[src/design/text_to_int64_parser_core_defines.svh]
// assertion macros shared by the parser modules
// each macro takes a label, the clock, the active-low reset and two expressions
`ifndef TEXT_TO_INT64_PARSER_CORE_DEFINES_SVH
`define TEXT_TO_INT64_PARSER_CORE_DEFINES_SVH

`ifndef SYNTHESIS

// consequent must hold in the same cycle as the antecedent
`define T2I_ASSERT_IMPLIES(name, clk, rst_n, ante, cons) \
  name: assert property (@(posedge clk) disable iff (!rst_n) (ante) |-> (cons)) \
    else $error("t2i64 same-cycle check failed");

// consequent must hold in the cycle after the antecedent
`define T2I_ASSERT_NEXT(name, clk, rst_n, ante, cons) \
  name: assert property (@(posedge clk) disable iff (!rst_n) (ante) |=> (cons)) \
    else $error("t2i64 next-cycle check failed");

`else

`define T2I_ASSERT_IMPLIES(name, clk, rst_n, ante, cons)
`define T2I_ASSERT_NEXT(name, clk, rst_n, ante, cons)

`endif

`endif

[src/design/t2i64_pkg.sv]
`timescale 1ns / 1ps

package t2i64_pkg;

  // field widths
  localparam int unsigned CharW      = 8;
  localparam int unsigned BaseW      = 6;
  localparam int unsigned ValueW     = 64;
  localparam int unsigned EndOffsetW = 16;
  localparam int unsigned CfgIdxW    = 1;
  localparam int unsigned CfgDataW   = BaseW;

  // default width of the saturating character counter
  localparam int unsigned OffsetBitsDefault = 16;

  // configuration register indexes
  localparam logic [CfgIdxW-1:0] REG_NUMBER_BASE = 1'b0;
  localparam logic [CfgIdxW-1:0] REG_SIGNED_MODE = 1'b1;

  // character codes
  localparam logic [CharW-1:0] CHAR_ZERO    = 8'h30;
  localparam logic [CharW-1:0] CHAR_NINE    = 8'h39;
  localparam logic [CharW-1:0] CHAR_UPPER_A = 8'h41;
  localparam logic [CharW-1:0] CHAR_UPPER_Z = 8'h5A;
  localparam logic [CharW-1:0] CHAR_LOWER_A = 8'h61;
  localparam logic [CharW-1:0] CHAR_LOWER_Z = 8'h7A;
  localparam logic [CharW-1:0] CHAR_UPPER_OFS = 8'h37;  // 'A' - 10
  localparam logic [CharW-1:0] CHAR_LOWER_OFS = 8'h57;  // 'a' - 10
  localparam logic [CharW-1:0] CHAR_LOWER_X = 8'h78;
  localparam logic [CharW-1:0] CHAR_UPPER_X = 8'h58;
  localparam logic [CharW-1:0] CHAR_MINUS   = 8'h2D;
  localparam logic [CharW-1:0] CHAR_PLUS    = 8'h2B;
  localparam logic [CharW-1:0] CHAR_SPACE   = 8'h20;
  localparam logic [CharW-1:0] CHAR_TAB     = 8'h09;
  localparam logic [CharW-1:0] CHAR_CR      = 8'h0D;

  // bases picked by prefix detection
  localparam logic [BaseW-1:0] BASE_DEC = 6'd10;
  localparam logic [BaseW-1:0] BASE_OCT = 6'd8;
  localparam logic [BaseW-1:0] BASE_HX  = 6'd16;

  // saturation limits
  localparam logic [ValueW-1:0] LIMIT_SIGNED_MAX = {1'b0, {(ValueW-1){1'b1}}};
  localparam logic [ValueW-1:0] LIMIT_SIGNED_MIN = {1'b1, {(ValueW-1){1'b0}}};

  typedef enum logic [2:0] {
    PH_IDLE,
    PH_LEAD,
    PH_SIGNED,
    PH_ZERO,
    PH_PREFIX,
    PH_DIGITS,
    PH_DONE
  } phase_e;

  typedef enum logic [1:0] {
    ST_NONE,
    ST_SOME,
    ST_OVER
  } digit_status_e;

  // where the base used for this character comes from
  typedef enum logic [1:0] {
    BASE_KEEP,
    BASE_FIRST,
    BASE_OCTAL,
    BASE_HEX
  } base_sel_e;

  // controller to datapath
  typedef struct packed {
    logic      clear;
    logic      step;
    logic      set_neg;
    base_sel_e base_sel;
    logic      pre_zero;
    logic      digit;
    logic      finish;
  } dp_cmd_t;

  // datapath to controller
  typedef struct packed {
    logic is_space;
    logic is_minus;
    logic is_plus;
    logic is_zero;
    logic is_x;
    logic base_zero_hex;
    logic digit_ok_first;
    logic digit_ok_octal;
    logic digit_ok_keep;
    logic out_full;
  } dp_status_t;

  typedef struct packed {
    logic             valid;
    logic [BaseW-1:0] value;
  } char_digit_t;

  // digit value of a character, letters count from ten
  function automatic char_digit_t char_digit(input logic [CharW-1:0] c);
    char_digit_t r;
    logic [CharW-1:0] diff;
    r.valid = 1'b1;
    diff = '0;
    if (c >= CHAR_ZERO && c <= CHAR_NINE) begin
      diff = c - CHAR_ZERO;
    end else if (c >= CHAR_UPPER_A && c <= CHAR_UPPER_Z) begin
      diff = c - CHAR_UPPER_OFS;
    end else if (c >= CHAR_LOWER_A && c <= CHAR_LOWER_Z) begin
      diff = c - CHAR_LOWER_OFS;
    end else begin
      r.valid = 1'b0;
    end
    r.value = diff[BaseW-1:0];
    return r;
  endfunction

endpackage

[src/design/t2i64_dp.sv]
`timescale 1ns / 1ps
`include "text_to_int64_parser_core_defines.svh"

module t2i64_dp #(
  parameter int unsigned OffsetBits = t2i64_pkg::OffsetBitsDefault
) (
  input  logic                                 clk_i,
  input  logic                                 rst_ni,
  input  logic                                 cfg_we_i,
  input  logic [t2i64_pkg::CfgIdxW-1:0]        cfg_index_i,
  input  logic [t2i64_pkg::CfgDataW-1:0]       cfg_wdata_i,
  input  logic [t2i64_pkg::CharW-1:0]          char_code_i,
  input  logic                                 out_ready_i,
  input  t2i64_pkg::dp_cmd_t                   cmd_i,
  output t2i64_pkg::dp_status_t                status_o,
  output logic                                 out_valid_o,
  output logic [t2i64_pkg::ValueW-1:0]         value_bits_o,
  output logic                                 range_error_o,
  output logic                                 converted_o,
  output logic [t2i64_pkg::EndOffsetW-1:0]     end_offset_o
);

  localparam int unsigned ValueW = t2i64_pkg::ValueW;
  localparam int unsigned BaseW  = t2i64_pkg::BaseW;
  localparam int unsigned EndW   = t2i64_pkg::EndOffsetW;
  localparam int unsigned ExtW   = (OffsetBits > EndW) ? OffsetBits : EndW;

  // configuration
  logic [BaseW-1:0] number_base_q;
  logic             signed_mode_q;

  // string state
  logic [ValueW-1:0]        acc_q, acc_d, acc_cur;
  logic                     neg_q, neg_d, neg_cur;
  t2i64_pkg::digit_status_e stat_q, stat_d, stat_cur, stat_pre;
  logic [BaseW-1:0]         base_q, base_d, base_cur;
  logic [OffsetBits-1:0]    pos_q, pos_d, pos_cur;

  // result register
  logic              out_valid_q;
  logic [ValueW-1:0] value_q;
  logic              range_q;
  logic              conv_q;
  logic [EndW-1:0]   end_q;

  t2i64_pkg::char_digit_t cd;
  logic [BaseW-1:0]        base_dec, base_oct, base_act, base_eff;
  logic [ValueW-1:0]       limit;
  logic [ValueW+BaseW-1:0] prod;
  logic [ValueW+BaseW:0]   sum;
  logic                    over;
  logic [ExtW-1:0]         pos_ext;
  logic [ValueW-1:0]       res_value;
  logic                    res_conv;

  // character classes
  assign cd = t2i64_pkg::char_digit(char_code_i);
  assign status_o.is_space = (char_code_i == t2i64_pkg::CHAR_SPACE) ||
                             ((char_code_i >= t2i64_pkg::CHAR_TAB) &&
                              (char_code_i <= t2i64_pkg::CHAR_CR));
  assign status_o.is_minus = char_code_i == t2i64_pkg::CHAR_MINUS;
  assign status_o.is_plus  = char_code_i == t2i64_pkg::CHAR_PLUS;
  assign status_o.is_zero  = char_code_i == t2i64_pkg::CHAR_ZERO;
  assign status_o.is_x     = (char_code_i == t2i64_pkg::CHAR_LOWER_X) ||
                             (char_code_i == t2i64_pkg::CHAR_UPPER_X);
  assign status_o.base_zero_hex = (number_base_q == '0) ||
                                  (number_base_q == t2i64_pkg::BASE_HX);

  // current state, as cleared by a string start
  assign acc_cur  = cmd_i.clear ? '0 : acc_q;
  assign neg_cur  = cmd_i.clear ? 1'b0 : neg_q;
  assign stat_cur = cmd_i.clear ? t2i64_pkg::ST_NONE : stat_q;
  assign base_cur = cmd_i.clear ? '0 : base_q;
  assign pos_cur  = cmd_i.clear ? '0 : pos_q;
  assign stat_pre = cmd_i.pre_zero ? t2i64_pkg::ST_SOME : stat_cur;

  // candidate bases
  assign base_dec = (number_base_q == '0) ? t2i64_pkg::BASE_DEC : number_base_q;
  assign base_oct = (number_base_q == '0) ? t2i64_pkg::BASE_OCT : number_base_q;
  assign base_act = (base_cur == '0) ? t2i64_pkg::BASE_DEC : base_cur;

  assign status_o.digit_ok_first = cd.valid && (cd.value < base_dec);
  assign status_o.digit_ok_octal = cd.valid && (cd.value < base_oct);
  assign status_o.digit_ok_keep  = cd.valid && (cd.value < base_act);
  assign status_o.out_full       = out_valid_q;

  always_comb begin
    case (cmd_i.base_sel)
      t2i64_pkg::BASE_FIRST: base_eff = base_dec;
      t2i64_pkg::BASE_OCTAL: base_eff = base_oct;
      t2i64_pkg::BASE_HEX:   base_eff = t2i64_pkg::BASE_HX;
      default:               base_eff = base_act;
    endcase
  end

  // magnitude limit, also the saturated value
  assign limit = !signed_mode_q ? '1 :
                 (neg_cur ? t2i64_pkg::LIMIT_SIGNED_MIN : t2i64_pkg::LIMIT_SIGNED_MAX);

  // multiply-add and overflow compare against the limit
  assign prod = {{BaseW{1'b0}}, acc_cur} * {{ValueW{1'b0}}, base_eff};
  assign sum  = {1'b0, prod} + {{(ValueW+1){1'b0}}, cd.value};
  assign over = sum > {{(BaseW+1){1'b0}}, limit};

  // next string state
  always_comb begin
    acc_d  = acc_cur;
    neg_d  = neg_cur || cmd_i.set_neg;
    stat_d = stat_pre;
    base_d = (cmd_i.base_sel == t2i64_pkg::BASE_KEEP) ? base_cur : base_eff;
    pos_d  = (pos_cur == '1) ? pos_cur : pos_cur + 1'b1;
    if (cmd_i.digit) begin
      if ((stat_pre == t2i64_pkg::ST_OVER) || over) begin
        stat_d = t2i64_pkg::ST_OVER;
      end else begin
        stat_d = t2i64_pkg::ST_SOME;
        acc_d  = sum[ValueW-1:0];
      end
    end
  end

  // result fields
  assign pos_ext   = ExtW'(pos_cur);
  assign res_conv  = stat_pre != t2i64_pkg::ST_NONE;
  assign res_value = (stat_pre == t2i64_pkg::ST_OVER) ? limit :
                     (neg_cur ? ('0 - acc_cur) : acc_cur);

  // configuration registers
  always_ff @(posedge clk_i or negedge rst_ni) begin
    if (!rst_ni) begin
      number_base_q <= '0;
      signed_mode_q <= 1'b0;
    end else if (cfg_we_i) begin
      case (cfg_index_i)
        t2i64_pkg::REG_NUMBER_BASE: number_base_q <= cfg_wdata_i[BaseW-1:0];
        t2i64_pkg::REG_SIGNED_MODE: signed_mode_q <= cfg_wdata_i[0];
        default: ;
      endcase
    end
  end

  // string state registers
  always_ff @(posedge clk_i or negedge rst_ni) begin
    if (!rst_ni) begin
      acc_q  <= '0;
      neg_q  <= 1'b0;
      stat_q <= t2i64_pkg::ST_NONE;
      base_q <= '0;
      pos_q  <= '0;
    end else if (cmd_i.step) begin
      acc_q  <= acc_d;
      neg_q  <= neg_d;
      stat_q <= stat_d;
      base_q <= base_d;
      pos_q  <= pos_d;
    end
  end

  // result valid
  always_ff @(posedge clk_i or negedge rst_ni) begin
    if (!rst_ni) begin
      out_valid_q <= 1'b0;
    end else if (cmd_i.finish) begin
      out_valid_q <= 1'b1;
    end else if (out_ready_i) begin
      out_valid_q <= 1'b0;
    end
  end

  // result payload
  always_ff @(posedge clk_i) begin
    if (cmd_i.finish) begin
      value_q <= res_value;
      range_q <= stat_pre == t2i64_pkg::ST_OVER;
      conv_q  <= res_conv;
      end_q   <= res_conv ? pos_ext[EndW-1:0] : '0;
    end
  end

  assign out_valid_o   = out_valid_q;
  assign value_bits_o  = value_q;
  assign range_error_o = range_q;
  assign converted_o   = conv_q;
  assign end_offset_o  = end_q;

  `T2I_ASSERT_NEXT(a_finish_loads, clk_i, rst_ni, cmd_i.finish, out_valid_q)
  `T2I_ASSERT_IMPLIES(a_range_conv, clk_i, rst_ni, out_valid_q && range_q, conv_q)
  `T2I_ASSERT_IMPLIES(a_none_zero, clk_i, rst_ni, out_valid_q && !conv_q, value_q == '0 && end_q == '0)

endmodule

[config.mk]
export PLATFORM = sky130hd
export DESIGN_NAME = t2i64_dp
export DESIGN_NICKNAME = d
export VERILOG_FILES = /design/src/design/t2i64_pkg.sv /design/src/design/t2i64_dp.sv
export VERILOG_INCLUDE_DIRS = /design/src /design/src/design
export SDC_FILE = /design/constraint.sdc
export NUM_CORES = 1
export LEC_CHECK = 0
export BUFFER_PORTS_ARGS = -buffer_cell sky130_fd_sc_hd__buf_2
export CORE_ASPECT_RATIO = 0.5
export CORE_MARGIN = 1
export CORE_UTILIZATION = 58
export CTS_CLUSTER_SIZE = 8
export DETAILED_ROUTE_END_ITERATION = 10
export PLACE_DENSITY = 0.79
export RECOVER_POWER = 25
export REMOVE_ABC_BUFFERS = 1
export SLEW_MARGIN = 10
export SYNTH_ARGS = -nofsm -noshare
export SYNTH_HDL_FRONTEND = slang
export SYNTH_SLANG_ARGS = --single-unit
[constraint.sdc]
create_clock -name clk_i -period 8.26 [get_ports clk_i]
set_input_delay 1.652 -clock clk_i [delete_from_list [all_inputs] [get_ports clk_i]]
set_output_delay 1.652 -clock clk_i [all_outputs]
set_load 0.02 [all_outputs]
# Word-level counts from Yosys, hierarchy flattened
# Index checks and enable logic that the tools add are counted.
# Widths: inputs -> output; s select.
[classes]
reduce_logical = 19
muxes = 28
magnitude_cmp = 12
n_addsub = 6
bitwise_logic = 1
n_mul = 1
n_eq_ne = 12
[op_table]
columns = ["operator", "n"]
rows = [
  ["$mux 64", 7],
  ["$add 70x6->71", 1],
  ["$gt 71x64->1", 1],
  ["$mul 64x6->70", 1],
  ["$sub 1x64->64 const A", 1],
  ["$mux 6", 8],
  ["$eq 8x6->1 const B", 4],
  ["$mux 16", 2],
  ["$lt 6x6->1", 3],
  ["$pmux 6 s3", 1],
  ["$add 16x1->16 const B", 1],
  ["$eq 16x16->1 const B", 1],
  ["$eq 8x7->1 const B", 2],
  ["$ge 8x7->1 const B", 2],
  ["$le 8x7->1 const B", 2],
  ["$logic_not 6->1", 2],
  ["$sub 6x6->6 const B", 2],
  ["$ge 8x4->1 const B", 1],
  ["$ge 8x6->1 const B", 1],
  ["$le 8x4->1 const B", 1],
  ["$le 8x6->1 const B", 1],
  ["$mux 2", 4],
  ["$logic_and 1x1->1", 7],
  ["$eq 2x2->1 const B", 3],
  ["other kinds (9)", 20],
]
[totals]
input_bits = 27
output_inout_bits = 93
reg_bits = 179
word_cells = 91

# Depth between registers and ports, before layout
[logic_depth]
ltp_word = 10
mapped_depth = 41

# Worst setup path after synthesis
# No wires, ideal clock.
[synth_path]
path_type = "input-to-reg"
from = "input port cmd_i[7] (netlist bit)"
to = "register acc_q[10]"
required_ns = 8.135
cell_stages = 36
t_arrival_ns = 10.270
path_buffers = 6
slack_ns = -2.135
cell_sequence = "clkbuf_1 clkbuf_1 clkbuf_1 clkbuf_1 buf_1 nor2b_1 nand2_1 fa_1 fa_1 inv_1 fa_1 inv_1 fa_1 inv_1 ha_1 o211ai_1 a21oi_2 o211ai_2 a211oi_2 o21ai_2 a211oi_1 o21ai_0 a311o_1 o311ai_0 ha_1 and4_1 a221oi_1 o41ai_1 a211oi_1 a21oi_1 or3_1 a41o_1 nor3_1 nand4_4 buf_6 mux2_4"
[synth_via]
elab_chain_cells = 10
elab_cells_between_ends = 17
cone_classes = "add/sub: 1; mul: 1; order compare: 1; eq/ne: 1; mux: 11; reduce/logical: 2"
[synth_rtl]
columns = ["element", "line", "rtl"]
rows = [
  ["start, declared", "t2i64_dp.sv:14", "input t2i64_pkg::dp_cmd_t cmd_i,"],
  ["$mux 6", "t2i64_dp.sv:73", "assign base_cur = cmd_i.clear ? '0 : base_q;"],
  ["$logic_not 6->1", "t2i64_dp.sv:80", "assign base_act = (base_cur == '0) ? t2i64_pkg::BASE_DEC : base_cur;"],
  ["$mux 6", "t2i64_dp.sv:80", ""],
  ["$pmux 6 s3", "t2i64_dp.sv:88", "case (cmd_i.base_sel)"],
  ["$mul 64x6->70", "t2i64_dp.sv:101", "assign prod = {{BaseW{1'b0}}, acc_cur} * {{ValueW{1'b0}}, base_eff};"],
  ["$add 70x6->71", "t2i64_dp.sv:102", "assign sum = {1'b0, prod} + {{(ValueW+1){1'b0}}, cd.value};"],
  ["$gt 71x64->1", "t2i64_dp.sv:103", "assign over = sum > {{(BaseW+1){1'b0}}, limit};"],
  ["$logic_or 1x1->1", "t2i64_dp.sv:113", "if ((stat_pre == t2i64_pkg::ST_OVER) || over) begin"],
  ["$mux 64", "t2i64_dp.sv:113", ""],
  ["$mux 64 *", "t2i64_dp.sv:112", "if (cmd_i.digit) begin"],
  ["end signal, assigned", "t2i64_dp.sv:145", "acc_q <= '0;"],
  ["end signal, assigned", "t2i64_dp.sv:151", "acc_q <= acc_d;"],
  ["end, declared", "t2i64_dp.sv:33", "logic [ValueW-1:0] acc_q, acc_d, acc_cur;"],
]
# Mark *: on every way between the ends. The rest lies on a longest branch, timed or not.
# A chain may end at the register's enable or synchronous reset.

# Worst setup path after layout
[layout_path]
from = "input port cmd_i[7] (netlist bit)"
to = "register acc_q[48]"
# Same word-level chain as after synthesis.

==> metrics.md <==
| Metric | Value |
|---|---|
| Status | complete, but fails checks |
| Failing checks | max-capacitance violations, max-slew violations, negative setup slack |
| CP Launch Type | primary input |
| Reg2reg end | acc_q[48] |
| GRT Util Overall | 0.3885 |
| Clock Latency Late Sink | 0.48 ns |
| Slowest CP cell | fa_1 |
| R2r setup slk | -1.17 ns |
| Ant diodes | 0 |
| Core area | 42180 µm² |
| Area of the mapped netlist | 24930 µm² |
| MaxCap Viol Count | 2 |
| Crit path DAT | 9.96 ns |
| Tcrit/Tclk final | 1.163 |
| Top-Level Pins | 120 |
| CP Max Fanout | 9 |
| Die span in y | 148.6 µm |
| Cells on worst reg2reg path | 39 |
| Die X | 295.2 µm |
| Endpoints failing hold | 0 |
| CTS tree | done |
| Detailed Routing Iterations Pass 1 | 5 |
| Buffers on Ports | 119 |
| Row cnt | 53 |
| Final WL | 85680 µm |
| Post-CTS Hold Buffers | 0 |
| Worst-case clock skew | 0.01890 ns |
| Post-layout min period | 9.604 ns |
| Setup TNS | -86.15 ns |
| Hold WC Path Type | register to register |
| HP Start | out_valid_o |
| Vias in the first global route | 24412 |
| Clk buf depth | 2 |
| Cells after DPL | 4024 |
| PD cells | 106.0 nW/µm² |
| Largest net degree at the start of global routing | 61 |
| Crit. End Element | register |
| H-tree Lvls | 4 |
| Critical R2R Launch | number_base_q[2] |
| Routed length per placed instance | 20.86 µm |
| DRT antenna net count | 0 |
| Fill count | 2960 |
| Asr flop ratio synth | 0.5419 |
| Mean post-synth cell area | 8.607 µm² |
| Synth cell types | 86 |
| Critical path required time | 8.62 ns |
| # setup viols final | 66 |
| Fmax | 104.1 MHz |
| Hpwl dp | 64470 µm |
| Fin. max-slew vios | 82 |
| Final design utilization | 0.7609 |
| Clock root cell | clkbuf_16 |
| Clock slew at reported path FFs | 0.08 ns |
| Post-Layout Cell Count | 4107 |
| Hold Path End | out_valid_o |
| Seq/Total Area, Yosys | 0.1961 |
| Area grow syn2layout | 28.71% |
| Via/cell ratio | 6.021 |
| Synth Flop Type | dfrtp_1 |
| Slew of the pin with the lowest slew margin | 2.962 ns |
| Starting density of the core | 0.5912 |
| Clk sinks | 179 |
| 1st-iter DRT viols | 2851 |
| First-pass GRT wire length | 131400 µm |
| Slowest stage delay, CP | 0.54 ns |
| Post-synthesis cell count | 2897 |
| Total leakage power | 0.01645 µW |
| Drt drc | 0 |
| Via count | 24727 |
| RSZ-0062 raised after global routing | true |
| RD Place Congestion | 1.012 |
| Synth Register Bits | 179 |
| CTS buffer count | 17 |
| Final #Nets | 4032 |
| Peak supply drop | 0.1652 mV |
| Grt ovf | 0 |
| Worst setup margin | -1.344 ns |
| Antenna violations before repair | 1 |
| Synth warn | 0 |
| Die area | 43870 µm² |
| Crit Path Class | primary input to register |
| Slew headroom | -0.9746 |
| Hold path depth | 1 |
| EDFF count, synth | 82 |
| Share of cells above drive strength 1 | 0.2759 |
## worst max-delay path by stage
stage              from   endpoint  cells after the start
3_3_place_gp   cmd_i[4]  acc_q[46]                     36
5_1_grt        cmd_i[7]  acc_q[61]                     40
3_5_place_dp   cmd_i[4]  acc_q[44]                     36
2_1_floorplan  cmd_i[7]  acc_q[10]                     34
6_report       cmd_i[7]  acc_q[48]                     37
4_1_cts        cmd_i[7]  acc_q[44]                     39
## per-layer routing
metal	track usage	vias to the layer above	routed length, µm
li1	-	10972	-
met2	0.5876	1466	37350
met1	0.5411	12057	35430
met3	0.1036	230	10150
met4	0.1264	2	2708
met5	0.006652	-	38
## cells in the final DEF, fill, tap and decap left out, drive strengths merged, types with 10 or more instances in the layout
| master | n |
|---|---|
| buf | 733 |
| nand2 | 386 |
| nor2 | 331 |
| inv | 286 |
| fa | 252 |
| ha | 236 |
| o21ai | 168 |
| a21oi | 156 |
| dfrtp | 97 |
| and2 | 88 |
| edfxtp | 82 |
| xor2 | 74 |
| mux2 | 65 |
| nor2b | 63 |
| xnor2 | 54 |
| nand4 | 53 |
| nor3 | 46 |
| a21o | 38 |
| nand3 | 37 |
| clkbuf | 23 |
| o21bai | 19 |
| a211oi | 19 |
| o31ai | 16 |
| o21a | 15 |
| o211ai | 15 |
| and3 | 12 |
| nand2b | 10 |
| nor4 | 10 |
## cells in the mapped netlist (all sizes together) (65+ instances only)
cell type	number	area share
nor2	331	0.050
and2	88	0.022
clkbuf	109	0.016
fa	252	0.20
inv	276	0.042
edfxtp	82	0.099
mux2	65	0.038
ha	236	0.12
xor2	74	0.026
o21ai	168	0.034
dfrtp	97	0.097
nand2	386	0.058
a21oi	156	0.032
## report_power, final
part | leakage (µW) | total, µW | internal [µW] | switching, µW
clock | 0.000301 | 893 | 418 | 475
combinational | 0.0140 | 1420 | 534 | 884
sequential | 0.00215 | 1090 | 1040 | 45.2
total | 0.0165 | 3400 | 2000 | 1400
## flip-flops by register name, summed over array words and instances (netlist names), 2 cells and up
| signal | cells |
|---|---|
| acc_q | 64 |
| end_offset_o | 16 |
| base_q | 6 |
| stat_q | 2 |
| pos_q | 16 |
| value_bits_o | 64 |
| number_base_q | 6 |
## final cells by class
cell class / instances / area, µm² / area share
Sequential cell: 179 / 4891 / 0.1524
Clock inverter: 15 / 191.4 / 0.005965
Timing Repair Buffer: 739 / 5548 / 0.1729
Tap cell: 577 / 721.9 / 0.02250
Inverter: 278 / 1046 / 0.03259
Clock buffer: 17 / 425.4 / 0.01326
Multi-Input combinational cell: 2302 / 19270 / 0.6004
## critical path: cells and delay by family
family | cells | cell delay [ns]
multiplexers | 2 | 0.36
XOR/XNOR | 1 | 0.35
adder cells (fa/ha/maj) | 6 | 2.53
buffers and inverters | 10 | 1.47
AND/OR/NAND/NOR | 8 | 1.64
AO/OA/AOI/OAI | 10 | 1.93
## cell families after synthesis
group	synth area share
adders and majority gates	0.3208
DFF	0.1961
buffers and inverters	0.06584
AOI/OAI and AO/OA	0.1333
muxes	0.04100
and+or+nand+nor	0.1981
xor gates and xnor gates	0.04496
## timing repair
item / CTS / global route
pin swaps: 35 / 29
gates resized for setup: 91 / 97
hold endpoints to repair: 0 / 0
cloned: 3 / 3
setup endpoints to repair: 66 / 66
buffers inserted: 16 / 30
## through the flow
step | cell area (µm²) | setup slack [ns] | total power, µW | hold slack [ns]
2_1_floorplan | 24340 | -4.061 | 1819 | 0.4752
3_3_place_gp | 30040 | -1.980 | 2362 | 0.4796
3_5_place_dp | 30040 | -2.207 | 2401 | 0.4858
4_1_cts | 31270 | -1.029 | 3310 | 0.5055
5_1_grt | 32090 | -1.581 | 3525 | 0.5305
6_report | 32090 | -1.344 | 3401 | 0.5032
Power figures use the tool's default switching activity.
