$ cat config.mk
export PLATFORM = sky130hd
export DESIGN_NAME = t2i64_ctrl
export DESIGN_NICKNAME = d
export VERILOG_FILES = /design/src/design/t2i64_pkg.sv /design/src/design/t2i64_ctrl.sv
export VERILOG_INCLUDE_DIRS = /design/src /design/src/design
export SDC_FILE = /design/constraint.sdc
export NUM_CORES = 1
export LEC_CHECK = 0
export BUFFER_PORTS_ARGS = -buffer_cell sky130_fd_sc_hd__buf_2
export CAP_MARGIN = 15
export CORE_AREA = 2 2 39 41
export DETAILED_ROUTE_END_ITERATION = 12
export DIE_AREA = 0 0 41 43
export GPL_ROUTABILITY_DRIVEN = 0
export SLEW_MARGIN = 20
export SYNTH_ARGS = -nofsm -noshare
export SYNTH_HDL_FRONTEND = slang
export SYNTH_SLANG_ARGS = --single-unit
export TNS_END_PERCENT = 10
$ cat constraint.sdc
create_clock -name clk_i -period 3.6 [get_ports clk_i]
set_input_delay 0.18 -clock clk_i [delete_from_list [all_inputs] [get_ports clk_i]]
set_output_delay 0.18 -clock clk_i [all_outputs]
set_load 0.1 [all_outputs]
$ cat src/design/text_to_int64_parser_core_defines.svh
// assertion macros shared by the parser modules
// each macro takes a label, the clock, the active-low reset and two expressions
`ifndef TEXT_TO_INT64_PARSER_CORE_DEFINES_SVH
`define TEXT_TO_INT64_PARSER_CORE_DEFINES_SVH

`ifndef SYNTHESIS

// consequent must hold in the same cycle as the antecedent
`define T2I_ASSERT_IMPLIES(name, clk, rst_n, ante, cons) \
  name: assert property (@(posedge clk) disable iff (!rst_n) (ante) |-> (cons)) \
    else $error("t2i64 same-cycle check failed");

// consequent must hold in the cycle after the antecedent
`define T2I_ASSERT_NEXT(name, clk, rst_n, ante, cons) \
  name: assert property (@(posedge clk) disable iff (!rst_n) (ante) |=> (cons)) \
    else $error("t2i64 next-cycle check failed");

`else

`define T2I_ASSERT_IMPLIES(name, clk, rst_n, ante, cons)
`define T2I_ASSERT_NEXT(name, clk, rst_n, ante, cons)

`endif

`endif

$ cat src/design/t2i64_pkg.sv
`timescale 1ns / 1ps

package t2i64_pkg;

  // field widths
  localparam int unsigned CharW      = 8;
  localparam int unsigned BaseW      = 6;
  localparam int unsigned ValueW     = 64;
  localparam int unsigned EndOffsetW = 16;
  localparam int unsigned CfgIdxW    = 1;
  localparam int unsigned CfgDataW   = BaseW;

  // default width of the saturating character counter
  localparam int unsigned OffsetBitsDefault = 16;

  // configuration register indexes
  localparam logic [CfgIdxW-1:0] REG_NUMBER_BASE = 1'b0;
  localparam logic [CfgIdxW-1:0] REG_SIGNED_MODE = 1'b1;

  // character codes
  localparam logic [CharW-1:0] CHAR_ZERO    = 8'h30;
  localparam logic [CharW-1:0] CHAR_NINE    = 8'h39;
  localparam logic [CharW-1:0] CHAR_UPPER_A = 8'h41;
  localparam logic [CharW-1:0] CHAR_UPPER_Z = 8'h5A;
  localparam logic [CharW-1:0] CHAR_LOWER_A = 8'h61;
  localparam logic [CharW-1:0] CHAR_LOWER_Z = 8'h7A;
  localparam logic [CharW-1:0] CHAR_UPPER_OFS = 8'h37;  // 'A' - 10
  localparam logic [CharW-1:0] CHAR_LOWER_OFS = 8'h57;  // 'a' - 10
  localparam logic [CharW-1:0] CHAR_LOWER_X = 8'h78;
  localparam logic [CharW-1:0] CHAR_UPPER_X = 8'h58;
  localparam logic [CharW-1:0] CHAR_MINUS   = 8'h2D;
  localparam logic [CharW-1:0] CHAR_PLUS    = 8'h2B;
  localparam logic [CharW-1:0] CHAR_SPACE   = 8'h20;
  localparam logic [CharW-1:0] CHAR_TAB     = 8'h09;
  localparam logic [CharW-1:0] CHAR_CR      = 8'h0D;

  // bases picked by prefix detection
  localparam logic [BaseW-1:0] BASE_DEC = 6'd10;
  localparam logic [BaseW-1:0] BASE_OCT = 6'd8;
  localparam logic [BaseW-1:0] BASE_HX  = 6'd16;

  // saturation limits
  localparam logic [ValueW-1:0] LIMIT_SIGNED_MAX = {1'b0, {(ValueW-1){1'b1}}};
  localparam logic [ValueW-1:0] LIMIT_SIGNED_MIN = {1'b1, {(ValueW-1){1'b0}}};

  typedef enum logic [2:0] {
    PH_IDLE,
    PH_LEAD,
    PH_SIGNED,
    PH_ZERO,
    PH_PREFIX,
    PH_DIGITS,
    PH_DONE
  } phase_e;

  typedef enum logic [1:0] {
    ST_NONE,
    ST_SOME,
    ST_OVER
  } digit_status_e;

  // where the base used for this character comes from
  typedef enum logic [1:0] {
    BASE_KEEP,
    BASE_FIRST,
    BASE_OCTAL,
    BASE_HEX
  } base_sel_e;

  // controller to datapath
  typedef struct packed {
    logic      clear;
    logic      step;
    logic      set_neg;
    base_sel_e base_sel;
    logic      pre_zero;
    logic      digit;
    logic      finish;
  } dp_cmd_t;

  // datapath to controller
  typedef struct packed {
    logic is_space;
    logic is_minus;
    logic is_plus;
    logic is_zero;
    logic is_x;
    logic base_zero_hex;
    logic digit_ok_first;
    logic digit_ok_octal;
    logic digit_ok_keep;
    logic out_full;
  } dp_status_t;

  typedef struct packed {
    logic             valid;
    logic [BaseW-1:0] value;
  } char_digit_t;

  // digit value of a character, letters count from ten
  function automatic char_digit_t char_digit(input logic [CharW-1:0] c);
    char_digit_t r;
    logic [CharW-1:0] diff;
    r.valid = 1'b1;
    diff = '0;
    if (c >= CHAR_ZERO && c <= CHAR_NINE) begin
      diff = c - CHAR_ZERO;
    end else if (c >= CHAR_UPPER_A && c <= CHAR_UPPER_Z) begin
      diff = c - CHAR_UPPER_OFS;
    end else if (c >= CHAR_LOWER_A && c <= CHAR_LOWER_Z) begin
      diff = c - CHAR_LOWER_OFS;
    end else begin
      r.valid = 1'b0;
    end
    r.value = diff[BaseW-1:0];
    return r;
  endfunction

endpackage

$ cat src/design/t2i64_ctrl.sv
`timescale 1ns / 1ps
`include "text_to_int64_parser_core_defines.svh"

module t2i64_ctrl (
  input  logic                  clk_i,
  input  logic                  rst_ni,
  input  logic                  in_valid_i,
  input  logic                  string_start_i,
  input  logic                  out_ready_i,
  input  t2i64_pkg::dp_status_t status_i,
  output logic                  in_ready_o,
  output t2i64_pkg::dp_cmd_t    cmd_o
);

  t2i64_pkg::phase_e phase_q, phase_d, phase_cur;
  logic accept;
  logic first;

  // the output register frees up when the sink takes it
  assign in_ready_o = !status_i.out_full || out_ready_i;
  assign accept     = in_valid_i && in_ready_o;

  // a start flag opens the string on this very character
  assign phase_cur = string_start_i ? t2i64_pkg::PH_LEAD : phase_q;

  // phase register
  always_ff @(posedge clk_i or negedge rst_ni) begin
    if (!rst_ni) begin
      phase_q <= t2i64_pkg::PH_IDLE;
    end else begin
      phase_q <= phase_d;
    end
  end

  // next phase and datapath commands
  always_comb begin
    phase_d        = phase_q;
    cmd_o          = '0;
    cmd_o.base_sel = t2i64_pkg::BASE_KEEP;
    first          = 1'b0;
    if (accept) begin
      phase_d     = phase_cur;
      cmd_o.clear = string_start_i;
      cmd_o.step  = (phase_cur != t2i64_pkg::PH_IDLE) && (phase_cur != t2i64_pkg::PH_DONE);
      case (phase_cur)
        t2i64_pkg::PH_LEAD: begin
          if (status_i.is_space) begin
            phase_d = t2i64_pkg::PH_LEAD;
          end else if (status_i.is_minus) begin
            cmd_o.set_neg = 1'b1;
            phase_d       = t2i64_pkg::PH_SIGNED;
          end else if (status_i.is_plus) begin
            phase_d = t2i64_pkg::PH_SIGNED;
          end else begin
            first = 1'b1;
          end
        end
        t2i64_pkg::PH_SIGNED: begin
          first = 1'b1;
        end
        t2i64_pkg::PH_ZERO: begin
          if (status_i.is_x) begin
            cmd_o.base_sel = t2i64_pkg::BASE_HEX;
            phase_d        = t2i64_pkg::PH_PREFIX;
          end else begin
            // the leading zero counts as a digit
            cmd_o.base_sel = t2i64_pkg::BASE_OCTAL;
            cmd_o.pre_zero = 1'b1;
            phase_d        = t2i64_pkg::PH_DIGITS;
            cmd_o.digit    = status_i.digit_ok_octal;
            cmd_o.finish   = !status_i.digit_ok_octal;
          end
        end
        t2i64_pkg::PH_PREFIX, t2i64_pkg::PH_DIGITS: begin
          phase_d      = t2i64_pkg::PH_DIGITS;
          cmd_o.digit  = status_i.digit_ok_keep;
          cmd_o.finish = !status_i.digit_ok_keep;
        end
        default: begin
          phase_d = phase_cur;
        end
      endcase

      // first character of the number itself
      if (first) begin
        if (status_i.base_zero_hex && status_i.is_zero) begin
          phase_d = t2i64_pkg::PH_ZERO;
        end else begin
          cmd_o.base_sel = t2i64_pkg::BASE_FIRST;
          phase_d        = t2i64_pkg::PH_DIGITS;
          cmd_o.digit    = status_i.digit_ok_first;
          cmd_o.finish   = !status_i.digit_ok_first;
        end
      end

      if (cmd_o.finish) begin
        phase_d = t2i64_pkg::PH_DONE;
      end
    end
  end

  `T2I_ASSERT_NEXT(a_finish_to_done, clk_i, rst_ni, cmd_o.finish, phase_q == t2i64_pkg::PH_DONE)
  `T2I_ASSERT_IMPLIES(a_digit_not_finish, clk_i, rst_ni, cmd_o.digit, !cmd_o.finish)

endmodule

Word-level counts from Yosys, hierarchy flattened
Index checks and enable logic that the tools add are counted.

Register bits after elaboration: 3. Bits of input ports: 15. Output and inout bits: 9. Logic and storage cells: 44.

Eq/ne operators: 6. Multiplexer cells: 27. Reductions and logical operators: 10.

Operators with widths (count): two-way mux 3 bit (9); two-way mux 2 bit (5); two-way mux 1 bit (9); one-hot mux 3 bit (3 select lines) (1); two-way mux 8 bit (1); equality test 3 x 2 -> 1 bit, second input constant (2); equality test 3 bit, second input constant (2); zero test 1 bit (4); one-hot mux 2 bit (2 select lines) (1); equality test 3 x 1 -> 1 bit, second input constant (1); logical AND 1 bit (3); != test 3 bit, second input constant (1); nonzero test 3 bit (1); one-hot mux 1 bit (2 select lines) (1); OR reduction 2 bit (1); logical OR 1 bit (1).

Depth between registers and ports, before layout
Gate-level depths: netlist (run 1).

Depth in word-level cells: 8. Depth in mapped cells: 5. Gate-level depth less buffers: 4.

Worst setup path after synthesis (run 1)
Ideal clock, no wire load.

Kind: in2out. Start point: input port out_ready_i. End point: output port cmd_o[5] (netlist name). Data arrival time: 4.472 ns. Path slack: -1.052 ns. Stages: 3. Buffers on the path: 0. Cell sequence: nand2b_1 > nand2_1 > nor4b_1.

RTL lines: start: declaration (RTL line t2i64_ctrl.sv:9) `input logic out_ready_i,`; end: declaration (RTL line t2i64_ctrl.sv:12) `output t2i64_pkg::dp_cmd_t cmd_o`.

==> run summary, run 1 <==
run status = completed
max reg flops = 3
Core ar. = 0.00138 sq mm
met3 wire len = 51 um
PwrDens = 622 mW/mm^2
Max-Cap Viols = 0
fin area = 591 sq um
cts hold-fix bufs = 1
Routed wire per std cell = 11.5 um
worst hold path class = in2async
endpoints failing hold = 0
antenna diode count = 0
minimum clock period = 2.35 ns
leakage = 0.271 nW
final WL = 1120 um
drt drc = 0
Final TNS setup = 0 ns
most frequent cells after synthesis = nor2_1, nand2_1, nor3_1
Post-Synthesis Net Count = 73
antenna violations before repair = 0
Worst Path Arrival = 2.17 ns
Synth cell types = 34
crit path max fanout = 13
Ports = 24
count of input and output buffers = 23
Final Util = 42.7%
most frequent cell after synthesis = nor2_1
Post-synth EDFFs = 0
H-tree lvl count = 1
Ys Warns = 0
asr flop ratio synth = 100%
Max-slew headroom = 67.8%
fmax = 425 MHz
register area share after synthesis = 16.9%
detailed route wirelength on metal2 = 507 um
setup slack at placement = 1.51 ns
area leader, netlist = dfrtp_1
Top reg by flops = phase_q
CTS resizes = 0
Starting Density = 32.0%
die width = 41 um
CTS Root Cell = clkbuf_4
Final #Nets = 97
Setup Buffers After CTS = 0
Longest Clk Path Bufs = 2
top cell type's share of synthesized area = 16.9%
Top Registers = phase_q: 3 flops
worst-skew pair later-pin latency = 0.24 ns
Die H = 43 um
largest net degree at the start of global routing = 14
Seq. cell area = 75.1 sq um
vias in the first global route = 424
fin crit share = 65.3%
vias per cell = 5.41
Worst setup EP type = output port
Total Routing Usage GR = 13.2%
Clock Skews = 0.00447 ns
CTS sink count = 3
Site Rows = 14
Slew Limit Fails = 0
Post-Synthesis Cells = 58
Avg Cell Area, Syn = 7.64 sq um
global-route wire length before repair = 1660 um
Setup WS post-layout = 1.25 ns
Post-synth top flop = dfrtp_1
area of the multi-input gates = 340 sq um
GRT overflow = 0
FILL cells = 157
WS Path Type = reg2out
setup violators final = 0
area delta synth->final = 33.3%
cell area after synthesis = 443 sq um
Synth area leaders = dfrtp_1, nor2_1, nor4b_1
Worst Path Required = 3.42 ns
remaining antenna violation count = 0
RSZ-0062 raised after global routing = no
Worst-path clk slew = 0.04 ns
Max VDD drop = 0.000196 V
register bit total from synthesis = 3
die area = 0.00176 sq mm
DR iter-0 viols = 43
Post-DP Area = 554 sq um
worst-margin pin slew = 0.486 ns
Pre-antenna DRT Iters = 4
top routing layer in use = met4
met1 wire length = 537 um
dpl hpwl = 822 um
final hold slack = 0.259 ns
CTS Buf Count = 3
vias = 525
share of cells above drive strength 1 = 35.8%
CTS tree = done
Setup crit start kind = flop
[final timing paths]
| check | start | to | slack [ns] | cells after the start |
|---|---|---|---|---|
| setup reg to reg | phase_q[1]$_DFFE_PN0P_ | phase_q[0]$_DFFE_PN0P_ | 1.69 | 4 |
| hold reg to reg | phase_q[1]$_DFFE_PN0P_ | phase_q[1]$_DFFE_PN0P_ | 0.78 | 2 |
| max in group asynchronous | rst_ni | phase_q[0]$_DFFE_PN0P_ | 3.23 | 2 |
| setup / recovery | phase_q[1]$_DFFE_PN0P_ | cmd_o[1] | 1.25 | 5 |
| min in group clk_i | status_i[3] | phase_q[1]$_DFFE_PN0P_ | 0.32 | 3 |
| hold / removal | rst_ni | phase_q[1]$_DFFE_PN0P_ | 0.26 | 2 |
[cell families (layout without fill, tap and decap cells)]
group,Yosys count,after routing,synth area share [%]
simple gates,32,32,46.0
mux,1,1,2.26
compound gates,15,15,25.1
buf+inv,6,29,7.63
xor+xnor,1,1,1.98
flops,3,3,16.9
[metrics by stage]
| step | power [mW] | cells |
|---|---|---|
| floorplan | 0.281 | 58 |
| global placement | 0.304 | 92 |
| detailed placement | 0.305 | 92 |
| CTS | 0.367 | 97 |
| global route | 0.388 | 97 |
| finish | 0.367 | 97 |
[worst max-delay path, cell delays in order, from the launching register on]
cell and delay, ns:
dfrtp_1 0.60, nor4b_1 0.30, a211o_1 0.26, a222oi_1 0.13
nor3b_1 0.19, buf_2 0.45
[per-layer routing]
metal	up-vias	GRT usage (%)
li1	267	-
met5	-	0
met2	16	20.9
met3	2	0
met4	0	6.00
met1	240	17.9
[area by class of cell]
cell class / instances / area share [%]
clock buffers: 4 / 4.45
repair buffers: 24 / 21.2
inverters: 1 / 0.636
flip-flops and latches: 3 / 12.7
multi-input cells: 49 / 57.6
well taps: 16 / 3.39
[power breakdown]
part | internal [mW] | leakage, nW | switching [mW]
Clock | 0.0416 | 0.0150 | 0.0188
Sequential | 0.0479 | 0.0353 | 0.0499
Combinational | 0.0794 | 0.221 | 0.129
[cells in the final DEF, fill, tap and decap left out, types with 2 or more instances in the layout]
cell | Yosys | final
nor3b_1 | 3 | 3
buf_2 | 0 | 23
nand2b_1 | 2 | 2
nand3b_1 | 2 | 2
clkbuf_4 | 0 | 3
a31oi_1 | 2 | 2
dfrtp_1 | 3 | 3
nor4b_1 | 3 | 2
nor3_1 | 4 | 4
nand2_1 | 4 | 4
a21oi_1 | 3 | 3
nor2_1 | 7 | 7
Power figures use the tool's default switching activity.
==> run 2: changes to the inputs <==
clock period = 1.9 ns   (was 3.6 ns; I/O delays follow)
==> run summary, run 2 (synthesis gave the netlist of run 1 again) <==
switching pwr = 419 uW (was 198 uW)
Final Util = 56.1% (was 42.7%)
Max VDD drop = 0.000420 V (was 0.000196 V)
Total Routing Usage GR = 17.8% (was 13.2%)
drt drc = 0 (unchanged)
commonest non-fill, non-tap cells in the layout = buf_2, buf_4, nor2_1 (was buf_2, nor2_1, nand2_1, nor3_1)
commonest non-fill, non-tap cell in the layout = buf_2 (unchanged)
Core ar. = 0.00138 sq mm (unchanged)
Ports = 24 (unchanged)
setup slack at placement = 0.0697 ns (was 1.51 ns)
run status = finished with violations (was completed)
PwrDens = 1100 mW/mm^2 (was 622 mW/mm^2)
die area = 0.00176 sq mm (unchanged)
worst-margin pin slew = 0.546 ns (was 0.486 ns)
Pint = 433 uW (was 169 uW)
GRT overflow = 0 (unchanged)
final WL = 1290 um (was 1120 um)
worst hold path class = in2async (unchanged)
Die H = 43 um (unchanged)
H-tree lvl count = 1 (unchanged)
Max-slew headroom = 63.5% (was 67.8%)
max reg flops = 3 (unchanged)
area delta synth->final = 75.4% (was 33.3%)
vias in the first global route = 508 (was 424)
fin area = 777 sq um (was 591 sq um)
Max-Cap Viols = 0 (unchanged)
total power = 852 uW (was 367 uW)
Setup crit start kind = flop (unchanged)
Worst Path Required = 1.80 ns (was 3.42 ns)
RSZ-0062 raised after global routing = yes (was no)
setup violators final = 2 (was 0)
fmax = 517 MHz
Clock Skews = 0.00324 ns (was 0.00447 ns)
Cells after DPL = 97 (was 92)
CTS tree = done (unchanged)
Final #Nets = 105 (was 97)
fin crit share = 102%
remaining antenna violation count = 0 (unchanged)
vias = 559 (was 525)
Pre-antenna DRT Iters = 4 (unchanged)
count of input and output buffers = 23 (unchanged)
combinational power share = 70.5% (was 56.9%)
crit path max fanout = 3 (was 13)
endpoints failing hold = 0 (unchanged)
Setup WS post-layout = -0.0326 ns (was 1.25 ns)
Longest Clk Path Bufs = 2 (unchanged)
Post-DP Area = 717 sq um (was 554 sq um)
vias per cell = 5.32 (was 5.41)
final hold slack = 0.191 ns (was 0.259 ns)
Site Rows = 14 (unchanged)
worst setup path startpoint = phase_q[1]$_DFFE_PN0P_ (unchanged)
Routed wire per std cell = 12.3 um (was 11.5 um)
WS Path Type = reg2out (unchanged)
violated checks = setup timing
sequential share of power = 16.5% (was 26.6%)
CTS Buf Count = 3 (unchanged)
die width = 41 um (unchanged)
dpl hpwl = 965 um (was 822 um)
Worst-path clk slew = 0.04 ns (about the same)
Starting Density = 32.0% (unchanged)
CTS Root Cell = clkbuf_4 (unchanged)
antenna violations before repair = 0 (unchanged)
largest net degree at the start of global routing = 14 (unchanged)
antenna diode count = 0 (unchanged)
leakage = 0.341 nW (was 0.271 nW)
DR iter-0 viols = 12 (was 43)
Worst Path Arrival = 1.84 ns (was 2.17 ns)
clock power share = 13.1% (was 16.5%)
Final TNS setup = -0.0502 ns (was 0 ns)
minimum clock period = 1.93 ns
Worst setup EP type = output port (unchanged)
Top reg by flops = phase_q (unchanged)
Slew Limit Fails = 0 (unchanged)
global-route wire length before repair = 2150 um (was 1660 um)
worst-skew pair later-pin latency = 0.23 ns (was 0.24 ns)
CTS sink count = 3 (unchanged)
Top Registers = phase_q: 3 flops (unchanged)
launch point of the worst reg-to-reg path = phase_q[1]$_DFFE_PN0P_ (unchanged)
Sw Share = 49.2% (was 54.0%)
final non-filler cell total = 105 (was 97)
share of cells above drive strength 1 = 51.7% (was 35.8%)
-- run 2: area by class of cell --
cell class / instances / area, sq um
fillers: 130 / 607
multi-input cells: 49 / 405
repair buffers: 32 / 245
flip-flops and latches: 3 / 76.3
clock buffers: 4 / 26.3
well taps: 16 / 20.0
inverters: 1 / 3.75
-- run 2: worst max-delay path, cell delays in order, from the launching register on --
cell      delay (ns)
dfrtp_1         0.40
nor4b_2         0.18
a211o_1         0.28
a222oi_1        0.47
nor3b_4         0.09
buf_12          0.19
-- run 2: power groups by stage --
stage                     logic, mW  registers, mW  clock network, mW
after global routing          0.642          0.148              0.116
after floorplan               0.461          0.116                  0
after global placement        0.562          0.137                  0
after CTS                     0.599          0.141              0.113
final                         0.600          0.140              0.111
after detailed placement      0.568          0.139                  0
-- run 2: repair_timing --
action                     CTS  global route
setup endpoints to repair    2             3
setup buffers                3             0
hold endpoints to repair     3             0
resized for setup            1             0
hold buffers                 1             0
pin swaps                    2             0
-- run 2: final timing paths --
| kind | slack (ns) | end | cells past startpoint |
|---|---|---|---|
| max | -0.03 | cmd_o[1] | 5 |
| min | 0.19 | phase_q[0]$_DFFE_PN0P_ | 2 |
| max reg2reg | 0.13 | phase_q[0]$_DFFE_PN0P_ | 5 |
| min reg2reg | 0.77 | phase_q[2]$_DFFE_PN0P_ | 2 |
| max in group asynchronous | 1.59 | phase_q[2]$_DFFE_PN0P_ | 2 |
| min in group clk_i | 0.25 | phase_q[0]$_DFFE_PN0P_ | 3 |
-- run 2: layer usage --
metal / vias up / share of wire [%] / track usage, %
met5: - / 0 / 0
met4: 0 / 0.93 / 8.00
met3: 2 / 4.2 / 3.14
met2: 19 / 51 / 26.9
met1: 257 / 44 / 23.5
li1: 281 / - / -
==> run 3: changes to the inputs <==
CELL_PAD_IN_SITES_DETAIL_PLACEMENT = 0   (was unset)
CELL_PAD_IN_SITES_GLOBAL_PLACEMENT = 1   (was unset)
CORE_AREA = unset   (was 2 2 39 41)
CORE_UTILIZATION = 26   (was unset)
DIE_AREA = unset   (was 0 0 41 43)
PLACE_DENSITY_LB_ADDON = 0.1   (was unset)
==> run summary, run 3 (synthesis gave the netlist of run 1 again) <==
Slew Limit Fails = 0 (unchanged)
count of input and output buffers = 23 (unchanged)
worst-skew pair later-pin latency = 0.24 ns (was 0.23 ns)
GRT overflow = 0 (unchanged)
Final #Nets = 107 (was 105)
drt drc = 0 (unchanged)
commonest non-fill, non-tap cells in the layout = buf_2, buf_4, nor2_1 (unchanged)
Pre-antenna DRT Iters = 4 (unchanged)
Max-slew headroom = 67.7% (was 63.5%)
crit path max fanout = 4 (was 3)
Worst-path clk slew = 0.04 ns (about the same)
fin crit share = 102% (about the same)
CTS Root Cell = clkbuf_4 (unchanged)
Ports = 24 (unchanged)
max reg flops = 3 (unchanged)
worst-margin pin slew = 0.487 ns (was 0.546 ns)
setup violators final = 2 (unchanged)
antenna diode count = 0 (unchanged)
Top Registers = phase_q: 3 flops (unchanged)
run status = finished with violations (unchanged)
Clock Skews = 0.00693 ns (was 0.00324 ns)
global-route wire length before repair = 2380 um (was 2150 um)
Max-Cap Viols = 0 (unchanged)
endpoints failing hold = 0 (unchanged)
launch point of the worst reg-to-reg path = phase_q[0]$_DFFE_PN0P_ (was phase_q[1]$_DFFE_PN0P_)
worst setup path startpoint = phase_q[0]$_DFFE_PN0P_ (was phase_q[1]$_DFFE_PN0P_)
Core ar. = 0.00154 sq mm (was 0.00138 sq mm)
Die H = 43.3 um (was 43 um)
dpl hpwl = 1040 um (was 965 um)
Final Util = 52.3% (was 56.1%)
leakage = 0.356 nW (was 0.341 nW)
Top reg by flops = phase_q (unchanged)
die width = 43.3 um (was 41 um)
die area = 0.00187 sq mm (was 0.00176 sq mm)
worst hold path class = in2async (unchanged)
CTS sink count = 3 (unchanged)
H-tree lvl count = 1 (unchanged)
final WL = 1350 um (was 1290 um)
Site Rows = 14 (unchanged)
minimum clock period = 1.94 ns (was 1.93 ns)
CTS Buf Count = 3 (unchanged)
Worst Path Arrival = 1.85 ns (was 1.84 ns)
vias in the first global route = 521 (was 508)
commonest non-fill, non-tap cell in the layout = buf_2 (unchanged)
DR iter-0 viols = 10 (was 12)
Post-DP Area = 724 sq um (was 717 sq um)
Max VDD drop = 0.000375 V (was 0.000420 V)
Worst Path Required = 1.80 ns (about the same)
largest net degree at the start of global routing = 14 (unchanged)
Setup crit start kind = flop (unchanged)
RSZ-0062 raised after global routing = yes (unchanged)
fin area = 806 sq um (was 777 sq um)
final hold slack = 0.173 ns (was 0.191 ns)
vias = 572 (was 559)
area delta synth->final = 81.9% (was 75.4%)
WS Path Type = reg2out (unchanged)
Routed wire per std cell = 12.6 um (was 12.3 um)
vias per cell = 5.35 (was 5.32)
Starting Density = 28.7% (was 32.0%)
fmax = 514 MHz (was 517 MHz)
remaining antenna violation count = 0 (unchanged)
Longest Clk Path Bufs = 2 (unchanged)
CTS tree = done (unchanged)
violated checks = setup timing (unchanged)
Setup WS post-layout = -0.0443 ns (was -0.0326 ns)
Worst setup EP type = output port (unchanged)
antenna violations before repair = 0 (unchanged)
PwrDens = 1120 mW/mm^2 (was 1100 mW/mm^2)
Total Routing Usage GR = 17.0% (was 17.8%)
share of cells above drive strength 1 = 53.8% (was 51.7%)
-- run 3: layer usage --
metal / part of all wire, % / GRT usage (%) / up-vias
li1: - / - / 287
met1: 46 / 23.6 / 264
met4: 2.0 / 9.09 / 0
met5: 0 / 0 / -
met2: 48 / 24.5 / 18
met3: 4.4 / 2.98 / 3
-- run 3: power breakdown --
part           leakage, nW  internal (mW)  switching, mW
clock               0.0150         0.0792         0.0398
combinational        0.308          0.290          0.341
sequential          0.0331         0.0956         0.0550
-- run 3: final timing paths --
kind                                           to  slack [ns]  cells after the start
max                                      cmd_o[1]       -0.04                      5
min                        phase_q[0]$_DFFE_PN0P_        0.17                      2
max reg2reg                phase_q[0]$_DFFE_PN0P_        0.13                      5
min reg2reg                phase_q[0]$_DFFE_PN0P_        0.73                      3
max in group asynchronous  phase_q[2]$_DFFE_PN0P_        1.60                      2
min in group clk_i         phase_q[0]$_DFFE_PN0P_        0.22                      3
-- run 3: critical path, cell delays in order (launching register included) --
cell and delay, ns:
dfrtp_1 0.39, nor3b_4 0.17, a211o_1 0.30, a222oi_1 0.47, nor3b_4 0.09, buf_12 0.18
-- run 3: final cells by class --
| class | count | area, sq um |
|---|---|---|
| multi-input combinational | 49 | 414 |
| timing repair buffer | 34 | 264 |
| fill | 164 | 736 |
| clock buffer | 4 | 26.3 |
| tap | 16 | 20.0 |
| inverter | 1 | 3.75 |
| sequential | 3 | 77.6 |
-- run 3: through the flow --
| stage | setup WS [ns] | setup TNS [ns] | total power [mW] | instances |
|---|---|---|---|---|
| after floorplan | -0.167 | -0.466 | 0.578 | 58 |
| after global placement | 0.0907 | 0 | 0.720 | 98 |
| after detailed placement | 0.0577 | 0 | 0.718 | 98 |
| after CTS | -0.0595 | -0.0773 | 0.910 | 107 |
| after global routing | -0.166 | -0.257 | 0.965 | 107 |
| final | -0.0443 | -0.0471 | 0.901 | 107 |
-- run 3: timing repair --
| item | in CTS | in global routing |
|---|---|---|
| buffers inserted | 4 | 0 |
| gates resized for setup | 4 | 0 |
| pin swaps | 3 | 0 |
| gates cloned | 0 | 0 |
| endpoints found under the setup margin | 2 | 3 |
| hold buffers | 1 | 0 |
| hold endpoints to repair | 3 | 0 |
